**config.mk**
```make
export PLATFORM = sky130hd
export DESIGN_NAME = hms_clock_with_set_buttons
export DESIGN_NICKNAME = d
export VERILOG_FILES = /design/src/sv/hms_pkg.sv /design/src/sv/hms_step.sv /design/src/sv/hms_clock_with_set_buttons.sv
export SDC_FILE = /design/constraint.sdc
export NUM_CORES = 1
export LEC_CHECK = 0
export BUFFER_PORTS_ARGS = -buffer_cell sky130_fd_sc_hd__buf_2
export CELL_PAD_IN_SITES_DETAIL_PLACEMENT = 1
export CELL_PAD_IN_SITES_GLOBAL_PLACEMENT = 2
export CORE_ASPECT_RATIO = 1.5
export CORE_MARGIN = 5
export CORE_UTILIZATION = 39
export CTS_BUF_LIST = sky130_fd_sc_hd__clkbuf_16
export DETAILED_ROUTE_END_ITERATION = 6
export GPL_TIMING_DRIVEN = 0
export PLACE_DENSITY = 0.87
export SYNTH_ARGS = -nofsm -noshare
export SYNTH_HDL_FRONTEND = slang
export SYNTH_SLANG_ARGS = --single-unit
```
**constraint.sdc**
```tcl
create_clock -name clock -period 6.43 [get_ports clock]
set_input_delay 0.643 -clock clock [delete_from_list [all_inputs] [get_ports clock]]
set_output_delay 0.643 -clock clock [all_outputs]
set_load 0.005 [all_outputs]
```
**src/sv/hms_pkg.sv**
```systemverilog
// hms_pkg: request, response and state types, constants and codes
// for the hours/minutes/seconds clock. No dependencies.
`timescale 1ns / 1ps
`default_nettype none

package hms_pkg;

   localparam int unsigned PeriodWidth = 14;
   localparam int unsigned HoldWidth   = 4;
   localparam int unsigned CsrWidth    = PeriodWidth;

   localparam logic [PeriodWidth-1:0] PeriodReset = 14'd15105;
   localparam logic [HoldWidth-1:0]   HoldReset   = 4'd6;
   localparam logic [HoldWidth-1:0]   BothMax     = 4'd15;
   localparam logic [5:0]             LastSec     = 6'd59;
   localparam logic [5:0]             LastMin     = 6'd59;
   localparam logic [4:0]             LastHour    = 5'd23;

   typedef enum logic {
      FUNC_TICK   = 1'b0,
      FUNC_SAMPLE = 1'b1
   } func_type;

   typedef enum logic {
      CSR_PERIOD = 1'b0,
      CSR_HOLD   = 1'b1
   } csr_index_type;

   typedef struct packed {
      logic func;
      logic hour_button;
      logic minute_button;
      logic sleep_button;
   } req_type;

   typedef struct packed {
      logic [5:0] sec_value;
      logic [5:0] min_value;
      logic [4:0] hour_value;
      logic       asleep;
      logic [5:0] minute_leds;
      logic [4:0] hour_leds;
      logic       second_led;
   } rsp_type;

   typedef struct packed {
      logic [PeriodWidth-1:0] period;
      logic [HoldWidth-1:0]   hold;
   } cfg_type;

   typedef struct packed {
      logic [5:0]             sec;
      logic [5:0]             min;
      logic [4:0]             hour;
      logic [PeriodWidth-1:0] drift;
      logic                   sleeping;
      logic                   blink;
      logic                   minute_held;
      logic                   hour_held;
      logic                   sleep_held;
      logic [HoldWidth-1:0]   both;
      logic                   await_release;
   } state_type;

endpackage

`default_nettype wire

```
**src/sv/hms_step.sv**
```systemverilog
// hms_step: next clock/button state and the response for one request.
// Depends on hms_pkg.
`timescale 1ns / 1ps
`default_nettype none

module hms_step (
   input  hms_pkg::state_type cur,
   input  hms_pkg::req_type   req,
   input  hms_pkg::cfg_type   cfg,
   output hms_pkg::state_type nxt,
   output hms_pkg::rsp_type   rsp
);
   import hms_pkg::*;

   logic [PeriodWidth-1:0] drift_inc;
   logic [5:0]             min_inc;
   logic [4:0]             hour_inc;
   logic [HoldWidth-1:0]   both_sat;
   logic                   hr, mn, sl;

   assign hr        = req.hour_button;
   assign mn        = req.minute_button;
   assign sl        = req.sleep_button;
   assign drift_inc = cur.drift + 1'b1;
   assign min_inc   = (cur.min == LastMin) ? 6'd0 : cur.min + 6'd1;
   assign hour_inc  = (cur.hour == LastHour) ? 5'd0 : cur.hour + 5'd1;
   assign both_sat  = (cur.both == BothMax) ? BothMax : cur.both + 1'b1;

   always_comb begin
      nxt = cur;
      if (req.func == FUNC_TICK) begin
         nxt.blink = ~cur.blink;
         nxt.drift = drift_inc;
         if (drift_inc == cfg.period) begin
            nxt.drift = '0;
         end else if (cur.sec == LastSec) begin
            nxt.sec = 6'd0;
            nxt.min = min_inc;
            if (cur.min == LastMin) begin
               nxt.hour = hour_inc;
            end
         end else begin
            nxt.sec = cur.sec + 6'd1;
         end
      end else if (!(cur.await_release && (hr || mn))) begin
         nxt.await_release = 1'b0;
         if (sl && !cur.sleep_held) begin
            nxt.sleeping = ~cur.sleeping;
         end
         nxt.sleep_held = sl;
         if (hr && mn) begin
            nxt.both = both_sat;
            if (both_sat > cfg.hold) begin
               if (nxt.sleeping) begin
                  nxt.sleeping = 1'b0;
               end else begin
                  nxt.sec  = 6'd0;
                  nxt.min  = 6'd0;
                  nxt.hour = 5'd0;
               end
               nxt.minute_held   = 1'b0;
               nxt.hour_held     = 1'b0;
               nxt.both          = '0;
               nxt.await_release = 1'b1;
            end
         end else begin
            nxt.both = '0;
            if (mn && !cur.minute_held) begin
               nxt.minute_held = 1'b1;
               if (nxt.sleeping) begin
                  nxt.sleeping = 1'b0;
               end else begin
                  nxt.min = min_inc;
               end
            end else if (!mn) begin
               nxt.minute_held = 1'b0;
            end
            if (hr && !cur.hour_held) begin
               nxt.hour_held = 1'b1;
               if (nxt.sleeping) begin
                  nxt.sleeping = 1'b0;
               end else begin
                  nxt.hour = hour_inc;
               end
            end else if (!hr) begin
               nxt.hour_held = 1'b0;
            end
         end
      end
   end

   always_comb begin
      rsp.sec_value   = nxt.sec;
      rsp.min_value   = nxt.min;
      rsp.hour_value  = nxt.hour;
      rsp.asleep      = nxt.sleeping;
      rsp.minute_leds = nxt.sleeping ? 6'd0 : nxt.min;
      rsp.hour_leds   = nxt.sleeping ? 5'd0 : nxt.hour;
      rsp.second_led  = nxt.blink & ~nxt.sleeping;
   end

endmodule

`default_nettype wire

```
**src/sv/hms_clock_with_set_buttons.sv**
```systemverilog
// hms_clock_with_set_buttons: top level, state and config registers and
// the response register. Depends on hms_pkg and hms_step.
//
//  channel  ports                           direction
//  req      req_valid/req_ready/req_data    in: tick or button sample
//  rsp      rsp_valid/rsp_ready/rsp_data    out: time and LED levels
//  csr      csr_we/csr_index/csr_wdata      in: period and hold registers
//
// One request per cycle unless a response stalls; the response appears
// in the response register in the cycle after the request is taken.
// req_ready is high whenever that register is empty or being drained.
// Synchronous reset clears time and flags and loads the config defaults.
`timescale 1ns / 1ps
`default_nettype none

module hms_clock_with_set_buttons (
   input  logic                            clock,
   input  logic                            reset,
   input  logic                            req_valid,
   output logic                            req_ready,
   input  hms_pkg::req_type                req_data,
   output logic                            rsp_valid,
   input  logic                            rsp_ready,
   output hms_pkg::rsp_type                rsp_data,
   input  logic                            csr_we,
   input  logic                            csr_index,
   input  logic [hms_pkg::CsrWidth-1:0]    csr_wdata
);
   import hms_pkg::*;

   state_type state_ff, state_in;
   cfg_type   cfg_ff;
   rsp_type   rsp_ff, rsp_in;
   logic      rsp_valid_ff;
   logic      take;

   assign req_ready = !rsp_valid_ff || rsp_ready;
   assign take      = req_valid && req_ready;
   assign rsp_valid = rsp_valid_ff;
   assign rsp_data  = rsp_ff;

   hms_step u_step (
      .cur (state_ff),
      .req (req_data),
      .cfg (cfg_ff),
      .nxt (state_in),
      .rsp (rsp_in)
   );

   always_ff @(posedge clock) begin
      if (reset) begin
         state_ff     <= '0;
         cfg_ff       <= '{period: PeriodReset, hold: HoldReset};
         rsp_valid_ff <= 1'b0;
      end else begin
         if (take) begin
            state_ff <= state_in;
         end
         if (take) begin
            rsp_valid_ff <= 1'b1;
         end else if (rsp_ready) begin
            rsp_valid_ff <= 1'b0;
         end
         if (csr_we) begin
            case (csr_index_type'(csr_index))
               CSR_PERIOD: cfg_ff.period <= csr_wdata[PeriodWidth-1:0];
               CSR_HOLD:   cfg_ff.hold   <= csr_wdata[HoldWidth-1:0];
               default:    cfg_ff        <= cfg_ff;
            endcase
         end
      end
   end

   always_ff @(posedge clock) begin
      if (take) begin
         rsp_ff <= rsp_in;
      end
   end

`ifndef SYNTHESIS
   a_take_gives_rsp: assert property (@(posedge clock) disable iff (reset)
      take |=> rsp_valid)
      else $error("accepted request produced no response");

   a_time_range: assert property (@(posedge clock) disable iff (reset)
      state_ff.sec <= LastSec && state_ff.min <= LastMin && state_ff.hour <= LastHour)
      else $error("time count out of range");

   a_blank_asleep: assert property (@(posedge clock) disable iff (reset)
      rsp_valid && rsp_data.asleep |->
         rsp_data.minute_leds == 6'd0 && rsp_data.hour_leds == 5'd0 && !rsp_data.second_led)
      else $error("LEDs lit while asleep");

   a_rsp_matches_state: assert property (@(posedge clock) disable iff (reset)
      take |=> rsp_data.sec_value == state_ff.sec && rsp_data.asleep == state_ff.sleeping)
      else $error("response does not match stored state");
`endif

endmodule

`default_nettype wire
```
==> results of run 1 <==
kinds of logic (layout without fill, tap and decap cells):
group,after synthesis,count (layout)
and+or+nand+nor,251,251
DFF,90,90
AOI/OAI and AO/OA,160,160
muxes,6,6
buffers and inverters,51,121
xor gates and xnor gates,17,17
adders and majority gates,9,9
worst register-to-register path, cell delays in order (launching register included):
cell and delay (ps):
dfxtp_1 380, ha_1 230, nand3_1 110, and2_1 190, ha_1 280, nand4_1 190
and3_1 250, o211a_1 150, a2111oi_0 740, mux2i_1 430, inv_1 300, a21oi_1 80
layout by cell type, fill, tap and decap left out, types with 17 or more instances in the layout:
cell / n
a21oi_1: 47
buf_2: 62
clkbuf_1: 17
dfxtp_1: 60
edfxtp_1: 30
inv_1: 18
nand2_1: 90
nand3_1: 32
nor2_1: 44
o21ai_0: 32
state kept, by name (all words and copies together) (netlist names):
| name | cells |
|---|---|
| cfg_ff | 18 |
| rsp_valid | 1 |
| state_ff | 41 |
| rsp_data | 30 |
layer usage:
metal | track usage [%] | wire, µm | part of all wire, %
met1 | 22.4 | 5860 | 39
met2 | 38.0 | 8100 | 54
met3 | 2.85 | 477 | 3.2
met4 | 9.46 | 565 | 3.8
met5 | 0 | 0 | 0
worst min path at each step:
stage / end / cells past startpoint
5_1_grt: cfg_ff[3] / 2
3_3_place_gp: state_ff[5] / 2
4_1_cts: cfg_ff[3] / 2
6_report: state_ff[5] / 2
3_5_place_dp: cfg_ff[3] / 2
2_1_floorplan: cfg_ff[3] / 2
report_power, final:
| part | internal, µW | switching [µW] |
|---|---|---|
| Clock | 261 | 232 |
| Sequential | 613 | 14.4 |
| Combinational | 46.8 | 83.4 |
area by class of cell:
cell class                 count  area (µm²)  area share, %
buffer                        33         158           2.74
clock buffer                   9         225           3.92
clock inverter                 7        46.3          0.806
inverter                      18        67.6           1.18
multi-input combinational    443        2680           46.7
sequential                    90        2100           36.6
tap                          156         195           3.40
timing repair buffer          54         270           4.70
per-stage QoR:
step / instances / hold WS [ps] / power [µW] / setup WS [ps] / utilization (%)
global placement: 794 / 443 / 766 / 2760 / 43.7
CTS: 810 / 467 / 1260 / 2780 / 45.9
global route: 810 / 492 / 1310 / 2460 / 45.9
finish: 810 / 463 / 1250 / 2830 / 45.9
detailed placement: 794 / 459 / 772 / 2790 / 43.7
floorplan: 584 / 436 / 717 / 3630 / -
==> results.toml, run 1 <==
[floorplan]
num_rows = 50
die_y_um = 149
die_width_um = 103
io_pins = 56
die_area_um2 = 15200
core_area_um2 = 12500
initial_core_util_pct = 40.0

[global_routing]
grt_max_degree = 40
grt_pass1_vias = 4909
overflow = 0
antenna_found_initial = 0
grt_pass1_wl_um = 24600
grt_usage_pct = 20.5

[place]
gp_congestion = 0.915
io_buffers = 54
place_area_um2 = 5470
dpl.hpwl_um = 11400

[logic_synthesis]
synth_cell_types = 69
synth_flop_cell = "dfxtp_1"
synth.area.top_cells = "dfxtp_1 (24%), edfxtp_1 (18%), nand2_1 (6.7%), a21oi_1 (4.7%), nor2_1 (3.3%)"
avgSynthCellArea_um2 = 8.57
synth_edf_count = 30
ys.warnings.count = 0
yosysTopAreaCell = "dfxtp_1"
syn_nets = 617
synth_common_cells = "nand2_1 (90), dfxtp_1 (60), a21oi_1 (47)"
synth_top_family_by_area = "simple AND/OR/NAND/NOR gates"
ys_seq_area_share_pct = 42.0
synth-compound-area-share_pct = 21.7
yosys.area_share.simple_pct = 25.4
yosys.area_share.adder_pct = 2.25
synthXorXnorAreaFrac_pct = 2.97
yosys.area.top_type_share_pct = 24.0
synthMuxAreaShare_pct = 1.20
synthArstFlopShare_pct = 0
yosysMostFrequentCell = "nand2_1"
synth-seq-cells = 90
netlist_instances = 584
synth_area_um2 = 5010

[timing]
slew_headroom_pct = 25.3
tightestPinTransition_ps = 1110
hold_violations = 0
max_freq_ghz = 0.278
finalCriticalPeriod_ps = 3600
skew_ps = 9.92
period_share_pct = 55.9
final-max-slew-violation-count = 0
grt_setup_unrepaired = "false"
tns_ps = 0
setup_viol = 0

[worst_setup_path]
crit_path_start_kind = "flip-flop"
startpoint = "state_ff[1]"
path_class = "flip-flop to flip-flop"
crit_path_cell_trace = "ha_1 > nand3_1 > and2_1 > ha_1 > nand4_1 > and3_1 > o211a_1 > a2111oi_0 > mux2i_1 > inv_1 > a21oi_1"
crit_buf_inv = 1
path_common_cell = "ha_1"
reg2reg_to = "rsp_data[3]"
path_depth = 11
critPathRequiredTime_ps = 6520
rrSetupSlack_ps = 2830
critPathArrivalTime_ps = 3680
crit_end = "rsp_data[3]"
critPathTopFamily = "compound AO/OA/AOI/OAI gates"
crit_fanout = 8
end_kind = "flip-flop"
critical_path.slowest_cell = "a2111oi_0"
cpPeakStageDelay_ps = 740
reg2reg_depth = 11
worstReg2RegStart = "state_ff[1]"

[route]
drc = 0
firstDrtPassIters = 4
vias = 4648
drt_iter0_markers = 141
wl_per_cell_um = 18.5
antenna_left = 0
post_drt_via_cell_ratio = 5.74
wirelength_um = 15000

[status]
outcome = "complete, no violations"

[pwr]
p_leak_uw = 0.00228
p_per_area_nw_per_um2 = 218
ir_drop_v = 0.000113

[clock_tree]
clock_latency_ps = 350
path_clk_slew_ps = 70
htreeDepth = 3
clock-root-buffer = "clkbuf_16"
clockBufferDepth = 2
post-cts-setup-buffer-count = 0
cts_resized = 0
cts_hold_buf = 0
cts_buffers = 9
clkSinkCount = 90
cts_tree = "built"

[finish]
drive_gt1_share_pct = 14.5
antenna_cells = 0
finalInstanceArea_um2 = 5740
final_nets = 682
fill_cells = 1549
area_delta_synth_final_pct = 14.7

[flow_run]
maxCapViolations = 0

[min_path]
hold_class = "flip-flop to flip-flop"
worstHoldStart = "state_ff[5]"
(Power assumes the default switching activity.)
==> run 2, diff against run 1 <==
--- a/config.mk
+++ b/config.mk
@@ -10,11 +10,11 @@
 export CELL_PAD_IN_SITES_GLOBAL_PLACEMENT = 2
 export CORE_ASPECT_RATIO = 1.5
 export CORE_MARGIN = 5
-export CORE_UTILIZATION = 39
+export CORE_UTILIZATION = 32
 export CTS_BUF_LIST = sky130_fd_sc_hd__clkbuf_16
 export DETAILED_ROUTE_END_ITERATION = 6
 export GPL_TIMING_DRIVEN = 0
-export PLACE_DENSITY = 0.87
+export PLACE_DENSITY = 0.77
 export SYNTH_ARGS = -nofsm -noshare
 export SYNTH_HDL_FRONTEND = slang
 export SYNTH_SLANG_ARGS = --single-unit
==> constraint.sdc (replaced) <==
create_clock -name clock -period 3.25 [get_ports clock]
set_input_delay 0.325 -clock clock [delete_from_list [all_inputs] [get_ports clock]]
set_output_delay 0.325 -clock clock [all_outputs]
set_load 0.005 [all_outputs]
==> results.toml, run 2 (synthesis gave the netlist of run 1 again) <==
[status]
outcome = "complete, no violations"

[finish]
largest_reg_flops = 41
area_delta_synth_final_pct = 17.4
final_cell_mix = "nand2_1 (90), buf_2 (61), dfxtp_1 (58), a21oi_1 (47), nor2_1 (44)"
fin_cells = 860
drive_gt1_share_pct = 16.3
regMostFlops = "state_ff"
antenna_cells = 0
final_common_cell = "nand2_1"
fill_cells = 1862
final_nets = 685

[place]
dpl.hpwl_um = 11600
placed_cells = 841
io_buffers = 54
gp_congestion = 0.874

[global_routing]
antenna_found_initial = 0
grt_pass1_wl_um = 25200
overflow = 0
grt_pass1_vias = 4818
grt_usage_pct = 17.2
grt_max_degree = 40

[worst_setup_path]
end_kind = "flip-flop"
startpoint = "state_ff[10]"
crit_fanout = 10
reg2reg_depth = 12
rrSetupSlack_ps = 80
crit_path_start_kind = "flip-flop"
worstReg2RegStart = "state_ff[10]"
path_class = "flip-flop to flip-flop"
crit_end = "rsp_data[2]"
critPathRequiredTime_ps = 3350
reg2reg_to = "rsp_data[2]"
critPathArrivalTime_ps = 3270

[clock_tree]
clkSinkCount = 90
cts_tree = "built"
clockBufferDepth = 2
clock-root-buffer = "clkbuf_16"
cts_buffers = 9
clock_latency_ps = 350
cts_hold_buf = 0
htreeDepth = 3
path_clk_slew_ps = 70

[timing]
skew_ps = 8.62
setup_viol = 0
grt_setup_unrepaired = "true"
period_share_pct = 97.4
tightestPinTransition_ps = 1060
slew_headroom_pct = 29.1
whs_ps = 182
final-max-slew-violation-count = 0
max_freq_ghz = 0.316
finalCriticalPeriod_ps = 3170
hold_violations = 0

[route]
drc = 0
firstDrtPassIters = 4
antenna_left = 0
wl_per_cell_um = 17.8
vias = 4651
wirelength_um = 15300
post_drt_via_cell_ratio = 5.41
drt_iter0_markers = 149

[floorplan]
io_pins = 56
die_area_um2 = 18300
num_rows = 56
die_width_um = 112
initial_core_util_pct = 32.3
die_y_um = 163
core_area_um2 = 15500

[min_path]
hold_class = "input port to flip-flop"

[pwr]
ir_drop_v = 0.000188
p_per_area_nw_per_um2 = 421
power_uw = 2470
p_leak_uw = 0.00231

[flow_run]
maxCapViolations = 0
-- run 2: stage by stage --
stage,utilization (%),instance area (µm²),worst slack (ps),setup TNS [ps]
4_1_cts,37.5,5810,11.3,0
3_5_place_dp,35.7,5530,-546,-6970
6_report,38.0,5880,84.3,0
2_1_floorplan,-,5010,448,0
5_1_grt,38.0,5880,-24.5,-69.0
3_3_place_gp,35.7,5530,-399,-7110
-- run 2: cell type report --
cell class / instances / area [µm²] / share of cell area [%]
Clock buffer: 9 / 225 / 3.83
Inverter: 18 / 67.6 / 1.15
Multi-Input combinational cell: 443 / 2720 / 46.3
Buffer: 33 / 168 / 2.85
Tap cell: 203 / 254 / 4.32
Timing Repair Buffer: 57 / 293 / 4.98
Clock inverter: 7 / 38.8 / 0.660
Sequential cell: 90 / 2110 / 35.9
-- run 2: how the worst min path moves through the flow --
stage,cells after the start,to,startpoint
2_1_floorplan,2,cfg_ff[3],cfg_ff[3]
3_3_place_gp,2,state_ff[5],state_ff[5]
3_5_place_dp,2,cfg_ff[3],cfg_ff[3]
4_1_cts,3,cfg_ff[12],csr_wdata[8]
5_1_grt,3,cfg_ff[15],csr_wdata[11]
6_report,3,cfg_ff[12],csr_wdata[8]
-- run 2: worst max-delay path, cell delays in order (launching register included) --
cell	delay, ps
dfxtp_4	400
ha_4	190
nand3_1	130
buf_2	230
nor4_4	360
buf_4	170
mux2i_1	220
and4b_4	290
a31oi_1	170
buf_4	210
o2bb2ai_1	170
a22o_1	240
and2_1	150
-- run 2: timing repair --
action                     in CTS  in global routing
pin swaps                       1                  2
buffers inserted                0                  3
gates resized for setup         8                 17
setup endpoints to repair      29                 32
-- run 2: where the power goes --
part / switching, µW / leakage, µW / internal [µW] / total [µW]
Combinational: 171 / 0.00138 / 98.3 / 269
Clock: 453 / 0.000138 / 510 / 963
Sequential: 28.8 / 0.000792 / 1210 / 1240
Total: 652 / 0.00231 / 1820 / 2470
-- run 2: per-layer routing --
layer / global-route usage (%) / vias up / share of wire [%]
met5: 0 / - / 0
met4: 6.34 / 0 / 2.6
met3: 2.93 / 21 / 3.7
met2: 32.5 / 91 / 53
met1: 19.1 / 2268 / 40
li1: - / 2271 / -
==> run 3, diff against run 2 <==
--- a/config.mk
+++ b/config.mk
@@ -6,7 +6,7 @@
 export NUM_CORES = 1
 export LEC_CHECK = 0
 export BUFFER_PORTS_ARGS = -buffer_cell sky130_fd_sc_hd__buf_2
-export CELL_PAD_IN_SITES_DETAIL_PLACEMENT = 1
+export CELL_PAD_IN_SITES_DETAIL_PLACEMENT = 0
 export CELL_PAD_IN_SITES_GLOBAL_PLACEMENT = 2
 export CORE_ASPECT_RATIO = 1.5
 export CORE_MARGIN = 5
==> results.toml, run 3 (synthesis gave the netlist of run 1 again) <==
[status]
outcome = "complete, no violations"

[global_routing]
overflow = 0
antenna_found_initial = 0
grt_pass1_vias = 4400
grt_max_degree = 40
grt_usage_pct = 15.5
grt_pass1_wl_um = 22700

[route]
wl_per_cell_um = 16.6
drt_iter0_markers = 176
antenna_left = 0
firstDrtPassIters = 4
vias = 4510
drc = 0
post_drt_via_cell_ratio = 5.25
wirelength_um = 14200

[timing]
final-max-slew-violation-count = 0
finalCriticalPeriod_ps = 3050
skew_ps = 7.59
fin_ws_ps = 203
period_share_pct = 93.8
tightestPinTransition_ps = 1030
slew_headroom_pct = 31.1
hold_violations = 0
max_freq_ghz = 0.328
setup_viol = 0

[pwr]
p_per_area_nw_per_um2 = 438
seqPwrFrac_pct = 47.9
power_switching_uw = 620
clkPwrFrac_pct = 42.0
ir_drop_v = 0.000271
p_leak_uw = 0.00233
pwr-share-comb_pct = 10.1
p_int_uw = 1970
sw_frac_of_total_pct = 24.0

[clock_tree]
clock_latency_ps = 340
clock-root-buffer = "clkbuf_16"
clkSinkCount = 90
htreeDepth = 3
path_clk_slew_ps = 60
cts_tree = "built"
clockBufferDepth = 2
cts_buffers = 9
cts_hold_buf = 0

[finish]
drive_gt1_share_pct = 15.9
final_cell_mix = "nand2_1 (90), buf_2 (61), dfxtp_1 (58), a21oi_1 (47), nor2_1 (44)"
fill_cells = 1604
antenna_cells = 0
area_delta_synth_final_pct = 18.2
final_nets = 685
regMostFlops = "state_ff"
largest_reg_flops = 41
final_common_cell = "nand2_1"
finalInstanceArea_um2 = 5920

[flow_run]
maxCapViolations = 0

[worst_setup_path]
crit_end = "rsp_data[2]"
reg2reg_to = "rsp_data[2]"
path_class = "flip-flop to flip-flop"
rrSetupSlack_ps = 200
startpoint = "state_ff[10]"
critPathArrivalTime_ps = 3150
worstReg2RegStart = "state_ff[10]"
end_kind = "flip-flop"
critPathRequiredTime_ps = 3350
reg2reg_depth = 12
crit_fanout = 10
crit_path_start_kind = "flip-flop"

[floorplan]
die_y_um = 163
core_area_um2 = 15500
die_width_um = 112
num_rows = 56
die_area_um2 = 18300
io_pins = 56
initial_core_util_pct = 32.3

[place]
io_buffers = 54
place_area_um2 = 5530
place_ws_ps = -379
dpl.hpwl_um = 10700
gp_congestion = 0.874

[min_path]
hold_class = "input port to flip-flop"
[run 3: changes by cell type in the layout (fill, tap and decap cells not counted), sizes merged]
cell / previous run / this run
clkinv: 5 / 3
buf: 73 / 74
bufinv: 0 / 2
clkinvlp: 1 / 0
clkbuf: 26 / 25
[run 3: metrics by stage]
stage	total power, µW	std cells	util (%)	hold slack, ps	TNS [ps]
6_report	2590	859	38.2	189	0
5_1_grt	2700	859	38.2	191	-0.480
4_1_cts	2620	856	37.8	182	0
3_5_place_dp	1520	841	35.7	455	-3940
3_3_place_gp	1520	841	35.7	443	-7110
2_1_floorplan	1420	584	-	436	0
[run 3: layout make-up]
class                   instances  area, µm²  share of cell area (%)
multi-input cells             443       2730                    46.1
flip-flops and latches         90       2110                    35.6
repair buffers                 57        293                    4.95
well taps                     203        254                    4.29
clock buffers                   9        225                    3.81
plain buffers                  33        168                    2.83
clock inverters                 6       76.3                    1.29
inverters                      18       67.6                    1.14
[run 3: worst max-delay path, cell delays in order, from the launching register on]
cell	delay [ps]
dfxtp_4	400
ha_4	190
nand3_1	130
buf_4	210
nor4_4	330
buf_4	170
mux2i_1	200
and4b_4	290
a31oi_2	140
buf_4	210
o2bb2ai_1	170
a22o_1	230
and2_1	140
[run 3: routing by layer]
metal / global-route usage (%) / up-vias / wire (µm)
met3: 2.97 / 17 / 571
met2: 28.9 / 92 / 7580
met4: 5.96 / 0 / 335
li1: - / 2273 / -
met5: 0 / - / 0
met1: 17.3 / 2128 / 5730
[run 3: worst min-delay path by stage]
stage / start / end / cells past startpoint
after floorplan: cfg_ff[3] / cfg_ff[3] / 2
after global placement: state_ff[5] / state_ff[5] / 2
after detailed placement: cfg_ff[3] / cfg_ff[3] / 2
after CTS: csr_wdata[11] / cfg_ff[15] / 3
after global routing: csr_wdata[11] / cfg_ff[15] / 3
final: csr_wdata[11] / cfg_ff[15] / 3
[run 3: what timing repair did]
item                       in CTS  in global routing
resized for setup               7                 19
pin swaps                       1                  2
setup endpoints to repair      22                 27
setup buffers                   0                  3
[run 3: power by group through the flow]
stage	registers [µW]	logic, µW	clock network [µW]
floorplan	1260	155	0
global placement	1260	256	0
detailed placement	1260	258	0
CTS	1240	263	1120
global route	1240	296	1160
finish	1240	263	1090
